<file path="config.mk">
export PLATFORM = sky130hd
export DESIGN_NAME = i2cee_rxbuf
export DESIGN_NICKNAME = d
export VERILOG_FILES = /design/src/rtl/core/i2cee_pkg.sv /design/src/rtl/core/i2cee_rxbuf.sv
export SDC_FILE = /design/constraint.sdc
export NUM_CORES = 1
export LEC_CHECK = 0
export BUFFER_PORTS_ARGS = -buffer_cell sky130_fd_sc_hd__buf_4
export CAP_MARGIN = 5
export CORE_MARGIN = 2
export CORE_UTILIZATION = 50
export CTS_BUF_LIST = sky130_fd_sc_hd__clkbuf_4 sky130_fd_sc_hd__clkbuf_8 sky130_fd_sc_hd__clkbuf_16
export CTS_CLUSTER_DIAMETER = 120
export DETAILED_ROUTE_END_ITERATION = 8
export PLACE_DENSITY = 0.66
export SLEW_MARGIN = 20
export SYNTH_ARGS = -nofsm -noshare
export SYNTH_HDL_FRONTEND = slang
export SYNTH_SLANG_ARGS = --single-unit
</file>
<file path="constraint.sdc">
create_clock -name clk_i -period 3.4 [get_ports clk_i]
set_input_delay 1.02 -clock clk_i [delete_from_list [all_inputs] [get_ports clk_i]]
set_output_delay 1.02 -clock clk_i [all_outputs]
set_load 0.02 [all_outputs]
</file>
<file path="src/rtl/core/i2cee_pkg.sv">
`timescale 1ns / 1ps

package i2cee_pkg;

  // memory size is a power of two so that address wrap is a plain truncation
  localparam int unsigned MemBytes   = 8192;
  localparam int unsigned AddrW      = $clog2(MemBytes);
  localparam int unsigned RxBufBytes = 64;
  localparam int unsigned IdxW       = $clog2(RxBufBytes);
  localparam int unsigned CntW       = $clog2(RxBufBytes + 1);
  localparam int unsigned AddrBytes  = 2;

  localparam logic [7:0] ErasedByte = 8'hFF;

  typedef enum logic [2:0] {
    OP_WR_START = 3'd0,
    OP_RD_START = 3'd1,
    OP_BYTE_RX  = 3'd2,
    OP_BYTE_TX  = 3'd3,
    OP_STOP     = 3'd4
  } op_e;

  typedef struct packed {
    logic             we;
    logic             re;
    logic [AddrW-1:0] addr;
    logic [7:0]       wdata;
  } mem_req_t;

  typedef struct packed {
    logic            we;
    logic [IdxW-1:0] waddr;
    logic            re;
    logic [IdxW-1:0] raddr;
    logic [7:0]      wdata;
  } rxb_req_t;

endpackage

</file>
<file path="src/rtl/core/i2cee_rxbuf.sv">
`timescale 1ns / 1ps

module i2cee_rxbuf (
  input  logic                clk_i,
  input  logic                rst_ni,
  input  i2cee_pkg::rxb_req_t req_i,
  output logic [7:0]          rdata_o
);
  import i2cee_pkg::*;

  logic [7:0] buf_mem [RxBufBytes];
  logic [7:0] rdata_q;

  always_ff @(posedge clk_i) begin
    if (req_i.we) begin
      buf_mem[req_i.waddr] <= req_i.wdata;
    end
  end

  always_ff @(posedge clk_i) begin
    if (req_i.re) begin
      rdata_q <= buf_mem[req_i.raddr];
    end
  end

  assign rdata_o = rdata_q;

  a_no_rw_overlap: assert property (@(posedge clk_i) disable iff (!rst_ni)
    req_i.we |-> !req_i.re)
    else $error("receive buffer written while draining");

  a_rd_in_range: assert property (@(posedge clk_i) disable iff (!rst_ni)
    req_i.re |-> req_i.raddr >= IdxW'(AddrBytes))
    else $error("drain read of address byte");

  a_no_back_write: assert property (@(posedge clk_i) disable iff (!rst_ni)
    $past(req_i.re) |-> !req_i.we)
    else $error("receive buffer written during drain");

endmodule

</file>
==> flow_summary.yaml, run 1 <==
clocking:
  cts.sinks: 520
  clk_path_buf_depth: 3
  ctsRootBufferMaster: "clkbuf_16"
  h-tree-depth: 2
  cts_tree: "built"
  cts_setup_buffers: 0
  cts_hold_repair.buffers: 0
  numCtsBuffers: 51
  clk_pin_slew_ps: 60
  clk_latency_ps: 570
  post_cts_resized: 0
route:
  ant_nets: 0
  drtPass1Iterations: 5
  drtIter0Drc: 1085
  via_per_inst: 6.03
  drc: 0
  vias: 9882
  wl_per_cell_um: 26.4
  routed_wl_um: 43200
pwr:
  switchingPower_mw: 2.71
  power_density_nw_per_um2: 573
  p_leak_nw: 7.50
  combinationalPowerShare: 0.052
  p_clk_frac: 0.416
  cell_internal_pwr_mw: 10.7
  switching_share: 0.202
  pwr-share-seq: 0.532
  vdd_drop_max_v: 0.000397
hold_path:
  min_from: "req_i[14]"
  whs_endpoint: "rdata_o[5]$_DFFE_PP_"
  hold_path.class: "in -> reg"
  min_path_cells: 1
worst_setup_path:
  crit_required_ps: 3700
  slowest_delay_ps: 530
  crit_buf_inv: 2
  crit_type: "in -> reg"
  cp_top_family: "multiplexers"
  r2r_slack_ps: 1240
  reg2regPathDepth: 5
  end_kind: "flop"
  startpoint_type: "primary input"
  critPathSlowestCell: "mux4_2"
  reg2reg_from: "buf_mem[21][4]$_DFFE_PP_"
  r2r-end: "rdata_o[4]$_DFFE_PP_"
  path_cells: "clkbuf_8 -> buf_12 -> mux4_2 -> mux2_2 -> o221a_2 -> nor3_1 -> o32ai_1"
  path_max_fanout: 17
  cp_data_arrival_time_ps: 3000
synth:
  ys_async_sr_fraction: 0
  synth_top_area_frac: 0.771
  ys_types: 39
  synth-edff-count: 520
  ys_warn_count: 0
  synth_most_common_cell: "edfxtp_1"
  yosysSeqAreaShare: 0.771
  netlist_area_um2: 20200
  synth_area_leaders: "edfxtp_1 77%, mux4_2 14%, nor2_1 1.5%"
  yosysTopAreaCell: "edfxtp_1"
  synth_commonest_cells: "520 x edfxtp_1, 126 x mux4_2, 83 x nor2_1, 23 x mux2i_1, 19 x nand2_1"
  syn_avg_cell_area_um2: 21.5
  synth_seq_cells: 520
  syn_inst: 940
  synth_ff_type: "edfxtp_1"
  synth_nets: 964
timing:
  relSlewSlack: 0.494
  rsz0062_at_grt: "no"
  period_minus_slack_ps: 2700
  fin_skew_ps: 7.56
  fin_crit_sh: 0.793
  worst_slew_pin_slew_ps: 753
  timing.final.hold_violations: 0
  finalSetupViolCount: 0
  drv_slew: 0
  fmax_mhz: 371
  setup-tns-final_ps: 0
final_layout:
  syn_to_final_growth_pct: 15.3
  nNetsFinal: 1100
  fin_cells: 1638
  drive_gt1_frac: 0.317
  diodes: 0
global_routing:
  grt_pass1_vias: 10081
  gr-usage-all-layers: 0.214
  grt_start_max_net_pins: 65
  grt_overflow: 0
  antenna_found_initial: 2
  grt_pass1_wl_um: 65000
die:
  die_w_um: 205
  core_um2: 39800
  dieArea_um2: 42100
  ioPinCount: 32
  initial_utilization: 0.508
  placementRows: 73
  die_h_um: 205
placed_design:
  gp_congestion: 0.795
  dp_hpwl_um: 26400
  dp_cells: 1548
  io_buffers: 30
flow_run:
  maxCapViolations: 0
outcome:
  status: "completed"
==> sequential cells by signal (all words and copies together) (netlist names) <==
signal / count
buf_mem: 512
rdata_o: 8
==> layout make-up <==
| class | instances | area [µm²] |
|---|---|---|
| fill | 2897 | 16500 |
| sequential | 520 | 15600 |
| multi-input combinational | 369 | 4320 |
| clock buffer | 63 | 1400 |
| timing repair buffer | 134 | 1100 |
| tap | 525 | 657 |
| clock inverter | 27 | 251 |
==> layer usage <==
metal,GRT usage,routed length (µm)
met1,0.312,17900
met2,0.331,20800
met5,0,25
met4,0.0779,1380
met3,0.0344,3050
==> power groups by stage <==
stage / sequential [mW] / clock (mW) / combinational (mW)
3_5_place_dp: 7.26 / 0 / 0.694
3_3_place_gp: 7.26 / 0 / 0.684
4_1_cts: 7.12 / 5.67 / 0.696
2_1_floorplan: 7.27 / 0 / 0.378
5_1_grt: 7.12 / 5.94 / 0.735
6_report: 7.12 / 5.57 / 0.690
==> stage by stage <==
stage / setup WS [ps] / util / area (µm²) / total power [mW] / hold slack (ps)
floorplan: 574 / - / 20200 / 7.64 / 797
global placement: 138 / 0.545 / 21700 / 7.94 / 890
detailed placement: 115 / 0.545 / 21700 / 7.95 / 890
CTS: 697 / 0.586 / 23300 / 13.5 / 763
global route: 651 / 0.586 / 23300 / 13.8 / 763
finish: 703 / 0.586 / 23300 / 13.4 / 786
==> placed cells by master (no fill, tap or decap), types with 7 or more instances in the layout <==
master,count
nand3_1,13
buf_4,126
buf_12,7
nor3_1,7
mux2i_1,23
o221ai_1,8
nand2_1,19
nand2b_1,7
o22ai_1,8
clkinv_1,12
nor2b_1,14
mux2_2,13
mux4_2,126
clkbuf_4,10
edfxtp_1,520
clkinv_2,8
clkbuf_16,53
nor2_1,83
==> cell families (layout without fill, tap and decap cells) <==
family                 count (synthesis)  after routing  synth area share
multiplexers                         162            162             0.159
buffers and inverters                 51            224            0.0156
AND/OR/NAND/NOR                      153            153            0.0337
AO/OA/AOI/OAI                         54             54            0.0206
flip-flops                           520            520             0.771
==> how the worst max path moves through the flow <==
| stage | cells after the start | start | to | slack (ps) |
|---|---|---|---|---|
| floorplan | 7 | req_i[9] | rdata_o[3]$_DFFE_PP_ | 570 |
| global placement | 7 | req_i[8] | rdata_o[6]$_DFFE_PP_ | 140 |
| detailed placement | 7 | req_i[8] | rdata_o[4]$_DFFE_PP_ | 110 |
| CTS | 7 | req_i[8] | rdata_o[4]$_DFFE_PP_ | 700 |
| global route | 7 | req_i[9] | rdata_o[3]$_DFFE_PP_ | 650 |
| finish | 7 | req_i[8] | rdata_o[4]$_DFFE_PP_ | 700 |
No activity file was read; power rests on OpenSTA's default activity.
==> inputs of run 2 (changes only) <==
PLACE_DENSITY = 0.68   (was 0.66)
clock period = 2.25 ns   (was 3.4 ns; I/O delays follow)
==> run 2 against run 1 <==
  * Die area stayed put
  * Total power up 51%
  * Global-route usage grew 0.085 points
  * Critical path depth stayed put
  * Clock power grew 49%
  * Sequential share of layout area is 1.3 points lower
==> flow_summary.yaml, run 2 (synthesized netlist as in run 1, its figures left out) <==
outcome:
  status: "completed"
timing:
  relSlewSlack: 0.529
  finalSetupViolCount: 0
  worst_slew_pin_slew_ps: 706
  fin_skew_ps: 12.1
  fin_crit_sh: 0.974
  rsz0062_at_grt: "no"
  fmax_mhz: 456
  setup-tns-final_ps: 0
  drv_slew: 0
  timing.final.hold_violations: 0
  period_minus_slack_ps: 2190
worst_setup_path:
  crit_required_ps: 2570
  slowest_delay_ps: 530
  crit_type: "in -> reg"
  crit_buf_inv: 3
  path_cells: "clkbuf_16 -> buf_12 -> mux4_2 -> mux4_2 -> o21ai_0 -> buf_4 -> nand2_1"
  startpoint_type: "primary input"
  cp_data_arrival_time_ps: 2510
  cp_top_family: "multiplexers"
  critPathSlowestCell: "mux4_2"
  path_max_fanout: 19
  end_kind: "flop"
  cpMostUsedCell: "mux4_2"
placed_design:
  gp_congestion: 0.846
  dp_cells: 1595
  dp_hpwl_um: 27300
  place_area_um2: 22100
  io_buffers: 30
final_layout:
  drive_gt1_frac: 0.349
  regMostFlops: "buf_mem"
  mostFrequentLayoutCells: "520 x edfxtp_1, 166 x buf_4, 126 x mux4_2"
  fin_cells: 1690
  syn_to_final_growth_pct: 17.5
  diodes: 0
  nFillCells: 2829
  largest_register_ffs: 512
  final_common_cell: "edfxtp_1"
  finalInstanceArea_um2: 23800
  nNetsFinal: 1148
die:
  dieArea_um2: 42100
  core_um2: 39800
  initial_utilization: 0.508
  ioPinCount: 32
  die_h_um: 205
  placementRows: 73
  die_w_um: 205
clocking:
  cts_tree: "built"
  clk_path_buf_depth: 3
  h-tree-depth: 2
  cts_setup_buffers: 0
  cts.sinks: 520
  numCtsBuffers: 52
  ctsRootBufferMaster: "clkbuf_16"
  cts_hold_repair.buffers: 0
  clk_pin_slew_ps: 60
  clk_latency_ps: 570
pwr:
  p_clk_frac: 0.410
  pwr-share-seq: 0.534
  switchingPower_mw: 4.13
  combinationalPowerShare: 0.056
  p_leak_nw: 7.77
  cell_internal_pwr_mw: 16.0
  power_density_nw_per_um2: 848
  switching_share: 0.205
  vdd_drop_max_v: 0.000517
route:
  drtIter0Drc: 1054
  wl_per_cell_um: 25.6
  vias: 9936
  ant_nets: 0
  drc: 0
  routed_wl_um: 43200
  drtPass1Iterations: 6
  via_per_inst: 5.88
global_routing:
  grt_start_max_net_pins: 65
  gr-usage-all-layers: 0.214
  grt_pass1_wl_um: 65300
  grt_overflow: 0
  grt_pass1_vias: 10142
  antenna_found_initial: 0
flow_run:
  maxCapViolations: 0
hold_path:
  hold_path.class: "in -> reg"
[run 2: layer usage]
metal,track usage,wire length (µm)
met5,0,0
met4,0.0622,1090
met3,0.0328,2660
met2,0.347,21200
met1,0.307,18200
[run 2: area by class of cell]
class | count | area [µm²] | share of cell area
timing repair buffer | 181 | 1550 | 0.0652
clock buffer | 66 | 1420 | 0.0598
sequential | 520 | 15600 | 0.656
tap | 525 | 657 | 0.0276
multi-input combinational | 369 | 4330 | 0.182
clock inverter | 29 | 220 | 0.00925
[run 2: metrics by stage]
step	setup WS (ps)	hold slack [ps]	util	total power, mW
after floorplan	-110	774	-	11.6
after global placement	-640	884	0.556	12.1
after detailed placement	-646	899	0.556	12.1
after CTS	58.9	394	0.597	20.3
after global routing	6.41	413	0.598	20.8
final	57.7	413	0.598	20.2
[run 2: worst reg2reg max path: stages, from the launching register on]
cell	delay, ps
edfxtp_1	360
mux4_2	470
mux2_2	290
o221a_2	280
nor3_1	340
o32ai_1	140
[run 2: repair_timing]
| action | CTS | global route |
|---|---|---|
| endpoints found under the hold margin | 0 | 0 |
| setup endpoints to repair | 2 | 1 |
| resized for setup | 3 | 1 |
| cloned | 0 | 0 |
[run 2: worst paths after layout]
path | start | to | slack [ps] | depth (start not counted)
min | req_i[14] | rdata_o[3]$_DFFE_PP_ | 410 | 1
max reg2reg | buf_mem[29][6]$_DFFE_PP_ | rdata_o[6]$_DFFE_PP_ | 90 | 5
max | req_i[8] | rdata_o[7]$_DFFE_PP_ | 60 | 7
min reg2reg | buf_mem[22][2]$_DFFE_PP_ | rdata_o[2]$_DFFE_PP_ | 910 | 4
[run 2: power groups by stage]
stage / logic [mW] / clock network, mW / registers [mW]
floorplan: 0.579 / 0 / 11.0
global placement: 1.10 / 0 / 11.0
detailed placement: 1.12 / 0 / 11.0
CTS: 1.13 / 8.43 / 10.8
global route: 1.20 / 8.79 / 10.8
finish: 1.12 / 8.28 / 10.8
