### src/rtl/core/i2cee_pkg.sv
`timescale 1ns / 1ps

package i2cee_pkg;

  // memory size is a power of two so that address wrap is a plain truncation
  localparam int unsigned MemBytes   = 8192;
  localparam int unsigned AddrW      = $clog2(MemBytes);
  localparam int unsigned RxBufBytes = 64;
  localparam int unsigned IdxW       = $clog2(RxBufBytes);
  localparam int unsigned CntW       = $clog2(RxBufBytes + 1);
  localparam int unsigned AddrBytes  = 2;

  localparam logic [7:0] ErasedByte = 8'hFF;

  typedef enum logic [2:0] {
    OP_WR_START = 3'd0,
    OP_RD_START = 3'd1,
    OP_BYTE_RX  = 3'd2,
    OP_BYTE_TX  = 3'd3,
    OP_STOP     = 3'd4
  } op_e;

  typedef struct packed {
    logic             we;
    logic             re;
    logic [AddrW-1:0] addr;
    logic [7:0]       wdata;
  } mem_req_t;

  typedef struct packed {
    logic            we;
    logic [IdxW-1:0] waddr;
    logic            re;
    logic [IdxW-1:0] raddr;
    logic [7:0]      wdata;
  } rxb_req_t;

endpackage

### src/rtl/core/i2cee_ctrl.sv
`timescale 1ns / 1ps

module i2cee_ctrl (
  input  logic                clk_i,
  input  logic                rst_ni,
  input  logic                in_valid_i,
  output logic                in_stall_o,
  input  logic [2:0]          operation_i,
  input  logic [7:0]          data_byte_i,
  input  logic                txn_ok_i,
  output logic                out_valid_o,
  input  logic                out_stall_i,
  output logic [7:0]          read_data_o,
  output logic                status_o,
  output logic                ready_res_o,
  input  logic                init_done_i,
  output i2cee_pkg::mem_req_t mem_req_o,
  input  logic [7:0]          mem_rdata_i,
  output i2cee_pkg::rxb_req_t rxb_req_o,
  input  logic [7:0]          rxb_rdata_i
);
  import i2cee_pkg::*;

  typedef enum logic [3:0] {
    ST_IDLE = 4'b0001,
    ST_RD   = 4'b0010,
    ST_CMT  = 4'b0100,
    ST_PUSH = 4'b1000
  } state_e;

  state_e           state_q, state_d;
  logic             ready_q, ready_d;
  logic             wphase_q, wphase_d;
  logic             ovf_q, ovf_d;
  logic [CntW-1:0]  count_q, count_d;
  logic [AddrW-1:0] rptr_q, rptr_d;
  logic [CntW-1:0]  cmt_left_q, cmt_left_d;
  logic             wr_pend_q, wr_pend_d;
  logic             out_valid_q, out_valid_d;

  logic [7:0]       addr_hi_q, addr_hi_d;
  logic [7:0]       addr_lo_q, addr_lo_d;
  logic [IdxW-1:0]  cmt_idx_q, cmt_idx_d;
  logic [AddrW-1:0] wr_addr_q, wr_addr_d;
  logic [7:0]       res_data_q, res_data_d;
  logic             res_status_q, res_status_d;
  logic             res_ready_q, res_ready_d;
  logic [7:0]       out_data_q, out_data_d;
  logic             out_status_q, out_status_d;
  logic             out_ready_q, out_ready_d;

  logic             in_acc;
  logic             out_free;
  logic [15:0]      buf_addr;
  logic             buf_full;
  logic [IdxW-1:0]  wr_idx;
  logic             has_addr;

  assign in_stall_o = !(state_q == ST_IDLE) || !init_done_i;
  assign in_acc     = in_valid_i && !in_stall_o;
  assign out_free   = !out_valid_q || !out_stall_i;
  assign buf_addr   = {addr_hi_q, addr_lo_q};
  assign buf_full   = count_q >= CntW'(RxBufBytes);
  assign wr_idx     = buf_full ? IdxW'(AddrBytes) : count_q[IdxW-1:0];
  assign has_addr   = count_q >= CntW'(AddrBytes);

  always_comb begin
    state_d      = state_q;
    ready_d      = ready_q;
    wphase_d     = wphase_q;
    ovf_d        = ovf_q;
    count_d      = count_q;
    rptr_d       = rptr_q;
    cmt_left_d   = cmt_left_q;
    wr_pend_d    = 1'b0;
    out_valid_d  = out_valid_q && out_stall_i;
    addr_hi_d    = addr_hi_q;
    addr_lo_d    = addr_lo_q;
    cmt_idx_d    = cmt_idx_q;
    wr_addr_d    = wr_addr_q;
    res_data_d   = res_data_q;
    res_status_d = res_status_q;
    res_ready_d  = res_ready_q;
    out_data_d   = out_data_q;
    out_status_d = out_status_q;
    out_ready_d  = out_ready_q;
    mem_req_o    = '0;
    rxb_req_o    = '0;

    case (state_q)
      ST_IDLE: begin
        if (in_acc) begin
          res_data_d   = 8'h00;
          res_status_d = 1'b0;
          state_d      = ST_PUSH;
          case (operation_i)
            OP_WR_START: begin
              ready_d  = 1'b0;
              wphase_d = 1'b1;
              ovf_d    = 1'b0;
              count_d  = '0;
            end
            OP_RD_START: begin
              ready_d = 1'b0;
              if (wphase_q && !has_addr) begin
                res_status_d = 1'b1;
              end else begin
                if (wphase_q) begin
                  rptr_d = buf_addr[AddrW-1:0];
                end
                wphase_d = 1'b0;
              end
            end
            OP_BYTE_RX: begin
              rxb_req_o.we    = 1'b1;
              rxb_req_o.waddr = wr_idx;
              rxb_req_o.wdata = data_byte_i;
              if (wr_idx == IdxW'(0)) begin
                addr_hi_d = data_byte_i;
              end
              if (wr_idx == IdxW'(1)) begin
                addr_lo_d = data_byte_i;
              end
              if (buf_full) begin
                ovf_d   = 1'b1;
                count_d = CntW'(AddrBytes + 1);
              end else begin
                count_d = count_q + CntW'(1);
              end
            end
            OP_BYTE_TX: begin
              mem_req_o.re   = 1'b1;
              mem_req_o.addr = rptr_q;
              rptr_d         = rptr_q + AddrW'(1);
              state_d        = ST_RD;
            end
            OP_STOP: begin
              if (txn_ok_i && wphase_q && has_addr) begin
                cmt_left_d = ovf_q ? CntW'(RxBufBytes - AddrBytes)
                                   : count_q - CntW'(AddrBytes);
                cmt_idx_d  = IdxW'(AddrBytes);
                wr_addr_d  = buf_addr[AddrW-1:0];
                state_d    = ST_CMT;
              end
              count_d  = '0;
              ovf_d    = 1'b0;
              wphase_d = 1'b0;
              ready_d  = 1'b1;
            end
            default: begin
            end
          endcase
          res_ready_d = ready_d;
        end
      end
      ST_RD: begin
        res_data_d = mem_rdata_i;
        state_d    = ST_PUSH;
      end
      ST_CMT: begin
        if (cmt_left_q != '0) begin
          rxb_req_o.re    = 1'b1;
          rxb_req_o.raddr = cmt_idx_q;
          cmt_idx_d       = cmt_idx_q + IdxW'(1);
          cmt_left_d      = cmt_left_q - CntW'(1);
          wr_pend_d       = 1'b1;
        end
        if (wr_pend_q) begin
          mem_req_o.we    = 1'b1;
          mem_req_o.addr  = wr_addr_q;
          mem_req_o.wdata = rxb_rdata_i;
          wr_addr_d       = wr_addr_q + AddrW'(1);
        end
        if (cmt_left_q == '0 && !wr_pend_q) begin
          state_d = ST_PUSH;
        end
      end
      ST_PUSH: begin
        if (out_free) begin
          out_valid_d  = 1'b1;
          out_data_d   = res_data_q;
          out_status_d = res_status_q;
          out_ready_d  = res_ready_q;
          state_d      = ST_IDLE;
        end
      end
      default: begin
        state_d = ST_IDLE;
      end
    endcase
  end

  always_ff @(posedge clk_i or negedge rst_ni) begin
    if (!rst_ni) begin
      state_q     <= ST_IDLE;
      ready_q     <= 1'b1;
      wphase_q    <= 1'b0;
      ovf_q       <= 1'b0;
      count_q     <= '0;
      rptr_q      <= '0;
      cmt_left_q  <= '0;
      wr_pend_q   <= 1'b0;
      out_valid_q <= 1'b0;
    end else begin
      state_q     <= state_d;
      ready_q     <= ready_d;
      wphase_q    <= wphase_d;
      ovf_q       <= ovf_d;
      count_q     <= count_d;
      rptr_q      <= rptr_d;
      cmt_left_q  <= cmt_left_d;
      wr_pend_q   <= wr_pend_d;
      out_valid_q <= out_valid_d;
    end
  end

  always_ff @(posedge clk_i) begin
    addr_hi_q    <= addr_hi_d;
    addr_lo_q    <= addr_lo_d;
    cmt_idx_q    <= cmt_idx_d;
    wr_addr_q    <= wr_addr_d;
    res_data_q   <= res_data_d;
    res_status_q <= res_status_d;
    res_ready_q  <= res_ready_d;
    out_data_q   <= out_data_d;
    out_status_q <= out_status_d;
    out_ready_q  <= out_ready_d;
  end

  assign out_valid_o = out_valid_q;
  assign read_data_o = out_data_q;
  assign status_o    = out_status_q;
  assign ready_res_o = out_ready_q;

  a_accept_idle: assert property (@(posedge clk_i) disable iff (!rst_ni)
    in_acc |-> state_q == ST_IDLE && init_done_i)
    else $error("request taken while busy");

  a_store_write_commit: assert property (@(posedge clk_i) disable iff (!rst_ni)
    mem_req_o.we |-> state_q == ST_CMT && $past(rxb_req_o.re))
    else $error("store write outside commit");

  a_read_then_push: assert property (@(posedge clk_i) disable iff (!rst_ni)
    state_q == ST_RD |=> state_q == ST_PUSH)
    else $error("read result not pushed");

  a_count_bound: assert property (@(posedge clk_i) disable iff (!rst_ni)
    count_q <= CntW'(RxBufBytes))
    else $error("receive count beyond buffer");

  a_commit_ready: assert property (@(posedge clk_i) disable iff (!rst_ni)
    state_q == ST_CMT |-> ready_q && !wphase_q && count_q == '0)
    else $error("commit with live transaction state");

endmodule

### config.mk
export PLATFORM = sky130hd
export DESIGN_NAME = i2cee_ctrl
export DESIGN_NICKNAME = d
export VERILOG_FILES = /design/src/rtl/core/i2cee_pkg.sv /design/src/rtl/core/i2cee_ctrl.sv
export SDC_FILE = /design/constraint.sdc
export NUM_CORES = 1
export LEC_CHECK = 0
export ABC_AREA = 1
export BUFFER_PORTS_ARGS = -buffer_cell sky130_fd_sc_hd__buf_2
export CORE_ASPECT_RATIO = 1.2
export CORE_UTILIZATION = 42
export DETAILED_ROUTE_END_ITERATION = 10
export GPL_TIMING_DRIVEN = 1
export PLACE_DENSITY = 0.61
export SLEW_MARGIN = 10
export SYNTH_ARGS = -nofsm -noshare
export SYNTH_HDL_FRONTEND = slang
export SYNTH_SLANG_ARGS = --single-unit
### constraint.sdc
create_clock -name clk_i -period 5.3 [get_ports clk_i]
set_clock_uncertainty 0.1 [all_clocks]
set_input_delay 1.06 -clock clk_i [delete_from_list [all_inputs] [get_ports clk_i]]
set_output_delay 1.06 -clock clk_i [all_outputs]
set_load 0.02 [all_outputs]
==> summary by stage <==
Synth
The synthesized netlist net count is a little under 700. The dominant cell type by area after synthesis is sky130_fd_sc_hd__edfxtp_1. The synthesized area is just over 0.005 mm2. The synthesis-stage register bit count is 88. Counting distinct cell types in the post-synthesis netlist gives 39. After synthesis, the mean cell area works out to around 7.8 um2. In this run the biggest area consumer among cell types represents 30.85% of the synthesized area. By area the synthesized netlist is led by sky130_fd_sc_hd__edfxtp_1 (31%), sky130_fd_sc_hd__dfrtp_1 (17%), sky130_fd_sc_hd__nand2_1 (13%).

The Yosys warning count is 0. The number of flops mapped to enable cells by yosys is 52. The proportion of synthesized chip area in sequential cells is 48.70%. Synthesis handed over a netlist of between 600 and 700 instances. The async set-or-reset flop fraction in the synthesized netlist is about 41%. In the synthesized netlist the dominant register cell turns out to be sky130_fd_sc_hd__edfxtp_1.

Place
After detailed placement, the total cell area comes to roughly 0.0057 mm2. In this run, placement finished with an instance count of between 800 and 900. Before CTS, the worst setup slack after placement is 1.287 ns.

The number of port buffers is about 90. The final weighted congestion of routability-driven global placement is slightly below 0.9. The total half-perimeter wirelength after legalization and detailed placement is roughly 9500 um.

Die
The row count is 43. The chip height is approximately 120 um. In this run the count of I/O pins placed on the die edge is 90.

The die covers around 0.012 mm2. The core box area is approximately 0.012 mm2. The floorplan step set the die width to just over 100 um. The initial core utilization is between 40 and 50%.

Critical path
The worst setup path is captured at an output pin. In this run the worst path has a maximum fanout of 16. The startpoint type of the worst setup path is an input pin. STA puts the critical path data required time at 4.14 ns. The worst endpoint data arrival time is 2.83 ns. Among all stages on the critical path, the largest delay is contributed by sky130_fd_sc_hd__nand3_1.

Walking the worst path, the cells encountered are buf_2 -> inv_1 -> nand3_1 -> inv_1 -> nand2_1 -> o21ai_0 -> buf_2. The class of the most critical setup path is in -> out. The delay of the slowest critical-path stage is 0.50 ns.

STA
After layout, the worst setup slack is 1.314 ns. The count of endpoints failing hold in the final timing report came to 0. Headroom to the max-slew limit came out at 40.86%.

For the pin with the worst max-slew slack, the measured transition is just under 0.9 ns. The setup violation total in the final timing report is 0. After routing, the total negative slack on setup checks comes to 0 ns. The share of the cycle needed by the critical path after routing is around 75%. Setup repair after global routing left no endpoint under its margin. The clock period could shrink to 3.986 ns.

The count of final max-slew check failures is 0. The final hold slack is between 0.3 and 0.4 ns. Timing would allow up to 250.9 MHz.

Routing
The average wire per standard cell is ~14 um. For this block, the initial DRC count from the detailed router was between 200 and 250. In the routed design, unresolved DRC markers number 0. The aggregate routed wire length is between 10000 and 15000 um. In the routed layout, each cell is associated on average with a via count of 5.028. The count of TritonRoute iterations in the first routing pass is 5.

The residual antenna-violating net count after detailed routing is 0. The routed layout has between 4k and 5k vias.

Power
The worst vdd rail ir drop is 187.2 uV. The completed layout was analyzed and its total power is approximately 2.7 mW. For this design the static power due to leakage is about 2.9 nW. The power per cell area is roughly 450 mW/mm2.

Clocking
The maximum clock path buffer count is 2. The number of setup buffers added after CTS is 0. The master cell of the clock root buffer is sky130_fd_sc_hd__clkbuf_16. The number of gates given a new drive strength after cts is 0. The TritonCTS buffer count is 9.

The clock drives just under 90 sinks. Hold repair after CTS inserted 0 buffers. After clock tree synthesis, the clock-pin slew on the worst setup and hold paths is about 0.060 ns. The H-tree was split into 3 levels.

The insertion delay to the later sink of the worst-skew pair is 0.35 ns. TritonCTS built the clock tree.

Layout
The number of antenna diodes in the final layout is 0. The synthesis-to-layout area growth is 18.10%. Once layout is done, the placed cells without fillers occupy approximately 0.006 mm2. The final layout contains a little under 800 nets. The proportion of layout cells with a drive suffix above 1 is between 10% and 20%. The non-filler instance count after layout is ~900. Cells fill just over 50% of the core in the end.

Global route
The global-route wire length before repair is between 20000 and 25000 um. The remaining global-route overflow is 0. The overall global routing resource usage is about 22%. The initial antenna violation count is 0.

Entering global routing, the biggest net connects 37 pins. The via count of the first global-routing pass was 4309.

Run status
The run finished with clean final reports.

Hold path
The classification of the worst-slack hold path is reg -> reg.

Job
The number of maximum-capacitance constraint violations is 0.
## Yosys cell counts (6+ instances only)
library cell / number
sky130_fd_sc_hd__o21ai_0: 37
sky130_fd_sc_hd__nand4_1: 8
sky130_fd_sc_hd__clkbuf_1: 6
sky130_fd_sc_hd__o21ai_1: 8
sky130_fd_sc_hd__nand3_1: 62
sky130_fd_sc_hd__nor3_1: 13
sky130_fd_sc_hd__dfrtp_1: 34
sky130_fd_sc_hd__nand2_1: 178
sky130_fd_sc_hd__buf_2: 6
sky130_fd_sc_hd__o22ai_1: 9
sky130_fd_sc_hd__xor2_1: 9
sky130_fd_sc_hd__nor2_1: 81
sky130_fd_sc_hd__edfxtp_1: 52
sky130_fd_sc_hd__inv_1: 87
sky130_fd_sc_hd__ha_1: 9
sky130_fd_sc_hd__a21oi_1: 8
## state kept, by name, indices dropped and copies added (netlist names), 4 cells and up
register     cells
res_data_q       8
cmt_left_q       7
addr_lo_q        8
count_q          7
cmt_idx_q        6
read_data_o      8
rptr_q          13
state_q          4
addr_hi_q        5
wr_addr_q       13
## layer usage
| layer | GRT usage (%) | vias up | wire, um |
|---|---|---|---|
| met4 | 9.375 | 0 | 333 |
| met5 | 0 | - | 0 |
| met1 | 25.45 | 2101 | 5257 |
| li1 | - | 2264 | - |
| met3 | 3.018 | 23 | 526 |
| met2 | 39.77 | 122 | 6568 |
## critical path: cells and delay by family
family | cells | cell delay (ns)
simple gates | 2 | 0.85
buf+inv | 4 | 0.61
compound gates | 1 | 0.30
## cell usage in the layout (no fill, tap or decap), types with 2 or more instances in the layout
cell	netlist	layout
sky130_fd_sc_hd__nand2_1	178	178
sky130_fd_sc_hd__buf_2	6	89
sky130_fd_sc_hd__inv_1	87	87
sky130_fd_sc_hd__nor2_1	81	81
sky130_fd_sc_hd__nand3_1	62	62
sky130_fd_sc_hd__edfxtp_1	52	52
sky130_fd_sc_hd__o21ai_0	37	37
sky130_fd_sc_hd__dfrtp_1	34	34
sky130_fd_sc_hd__nor3_1	13	13
sky130_fd_sc_hd__o22ai_1	9	9
sky130_fd_sc_hd__xor2_1	9	9
sky130_fd_sc_hd__ha_1	9	9
sky130_fd_sc_hd__clkbuf_16	0	9
sky130_fd_sc_hd__o21ai_1	8	8
sky130_fd_sc_hd__nand4_1	8	8
sky130_fd_sc_hd__a21oi_1	8	8
sky130_fd_sc_hd__nand2_2	4	4
sky130_fd_sc_hd__inv_2	4	4
sky130_fd_sc_hd__buf_4	2	4
sky130_fd_sc_hd__nand2_4	3	3
sky130_fd_sc_hd__a31oi_1	3	3
sky130_fd_sc_hd__nor2_8	2	2
sky130_fd_sc_hd__nand3_2	2	2
sky130_fd_sc_hd__xnor2_1	2	2
sky130_fd_sc_hd__nor2_4	2	2
sky130_fd_sc_hd__or2_2	2	2
sky130_fd_sc_hd__bufinv_16	0	2
sky130_fd_sc_hd__inv_6	0	2
sky130_fd_sc_hd__clkinvlp_4	0	2
sky130_fd_sc_hd__dfstp_2	2	2
## layout make-up
class                           instances  area, um2
Multi-Input combinational cell        450       2162
Sequential cell                        88       2465
Tap cell                              157      196.4
Clock inverter                          7      101.3
Timing Repair Buffer                   93      475.5
Clock buffer                            9      225.2
Fill cell                            1197       5698
Inverter                               93      351.6
## power breakdown
part | switching [mW] | internal, mW | leakage (nW)
combinational | 0.602 | 0.291 | 1.87
sequential | 0.168 | 0.931 | 0.926
clock | 0.280 | 0.417 | 0.153
total | 1.05 | 1.64 | 2.95
## cells by family (layout without fill, tap and decap cells)
family / after synthesis / count (layout) / synth area share, %
adder cells (fa/ha/maj): 9 / 9 / 2.225
flip-flops: 88 / 88 / 48.70
AO/OA/AOI/OAI: 69 / 69 / 7.343
AND/OR/NAND/NOR: 361 / 361 / 31.25
XOR/XNOR: 11 / 11 / 1.904
buffers and inverters: 109 / 202 / 8.578
## worst paths after layout
kind                           startpoint              to  slack (ns)  cells after the start
hold reg to reg             res_data_q[4]  read_data_o[4]        0.32                      0
hold / removal              res_data_q[4]  read_data_o[4]        0.32                      0
setup reg to reg               state_q[0]    addr_hi_q[1]        2.76                      6
min in group asynchronous          rst_ni      rptr_q[10]        0.73                      1
setup / recovery           operation_i[2]    mem_req_o[8]        1.31                      7
max in group asynchronous          rst_ni   cmt_left_q[6]        3.80                      1
No activity file was read; power rests on OpenSTA's default activity.
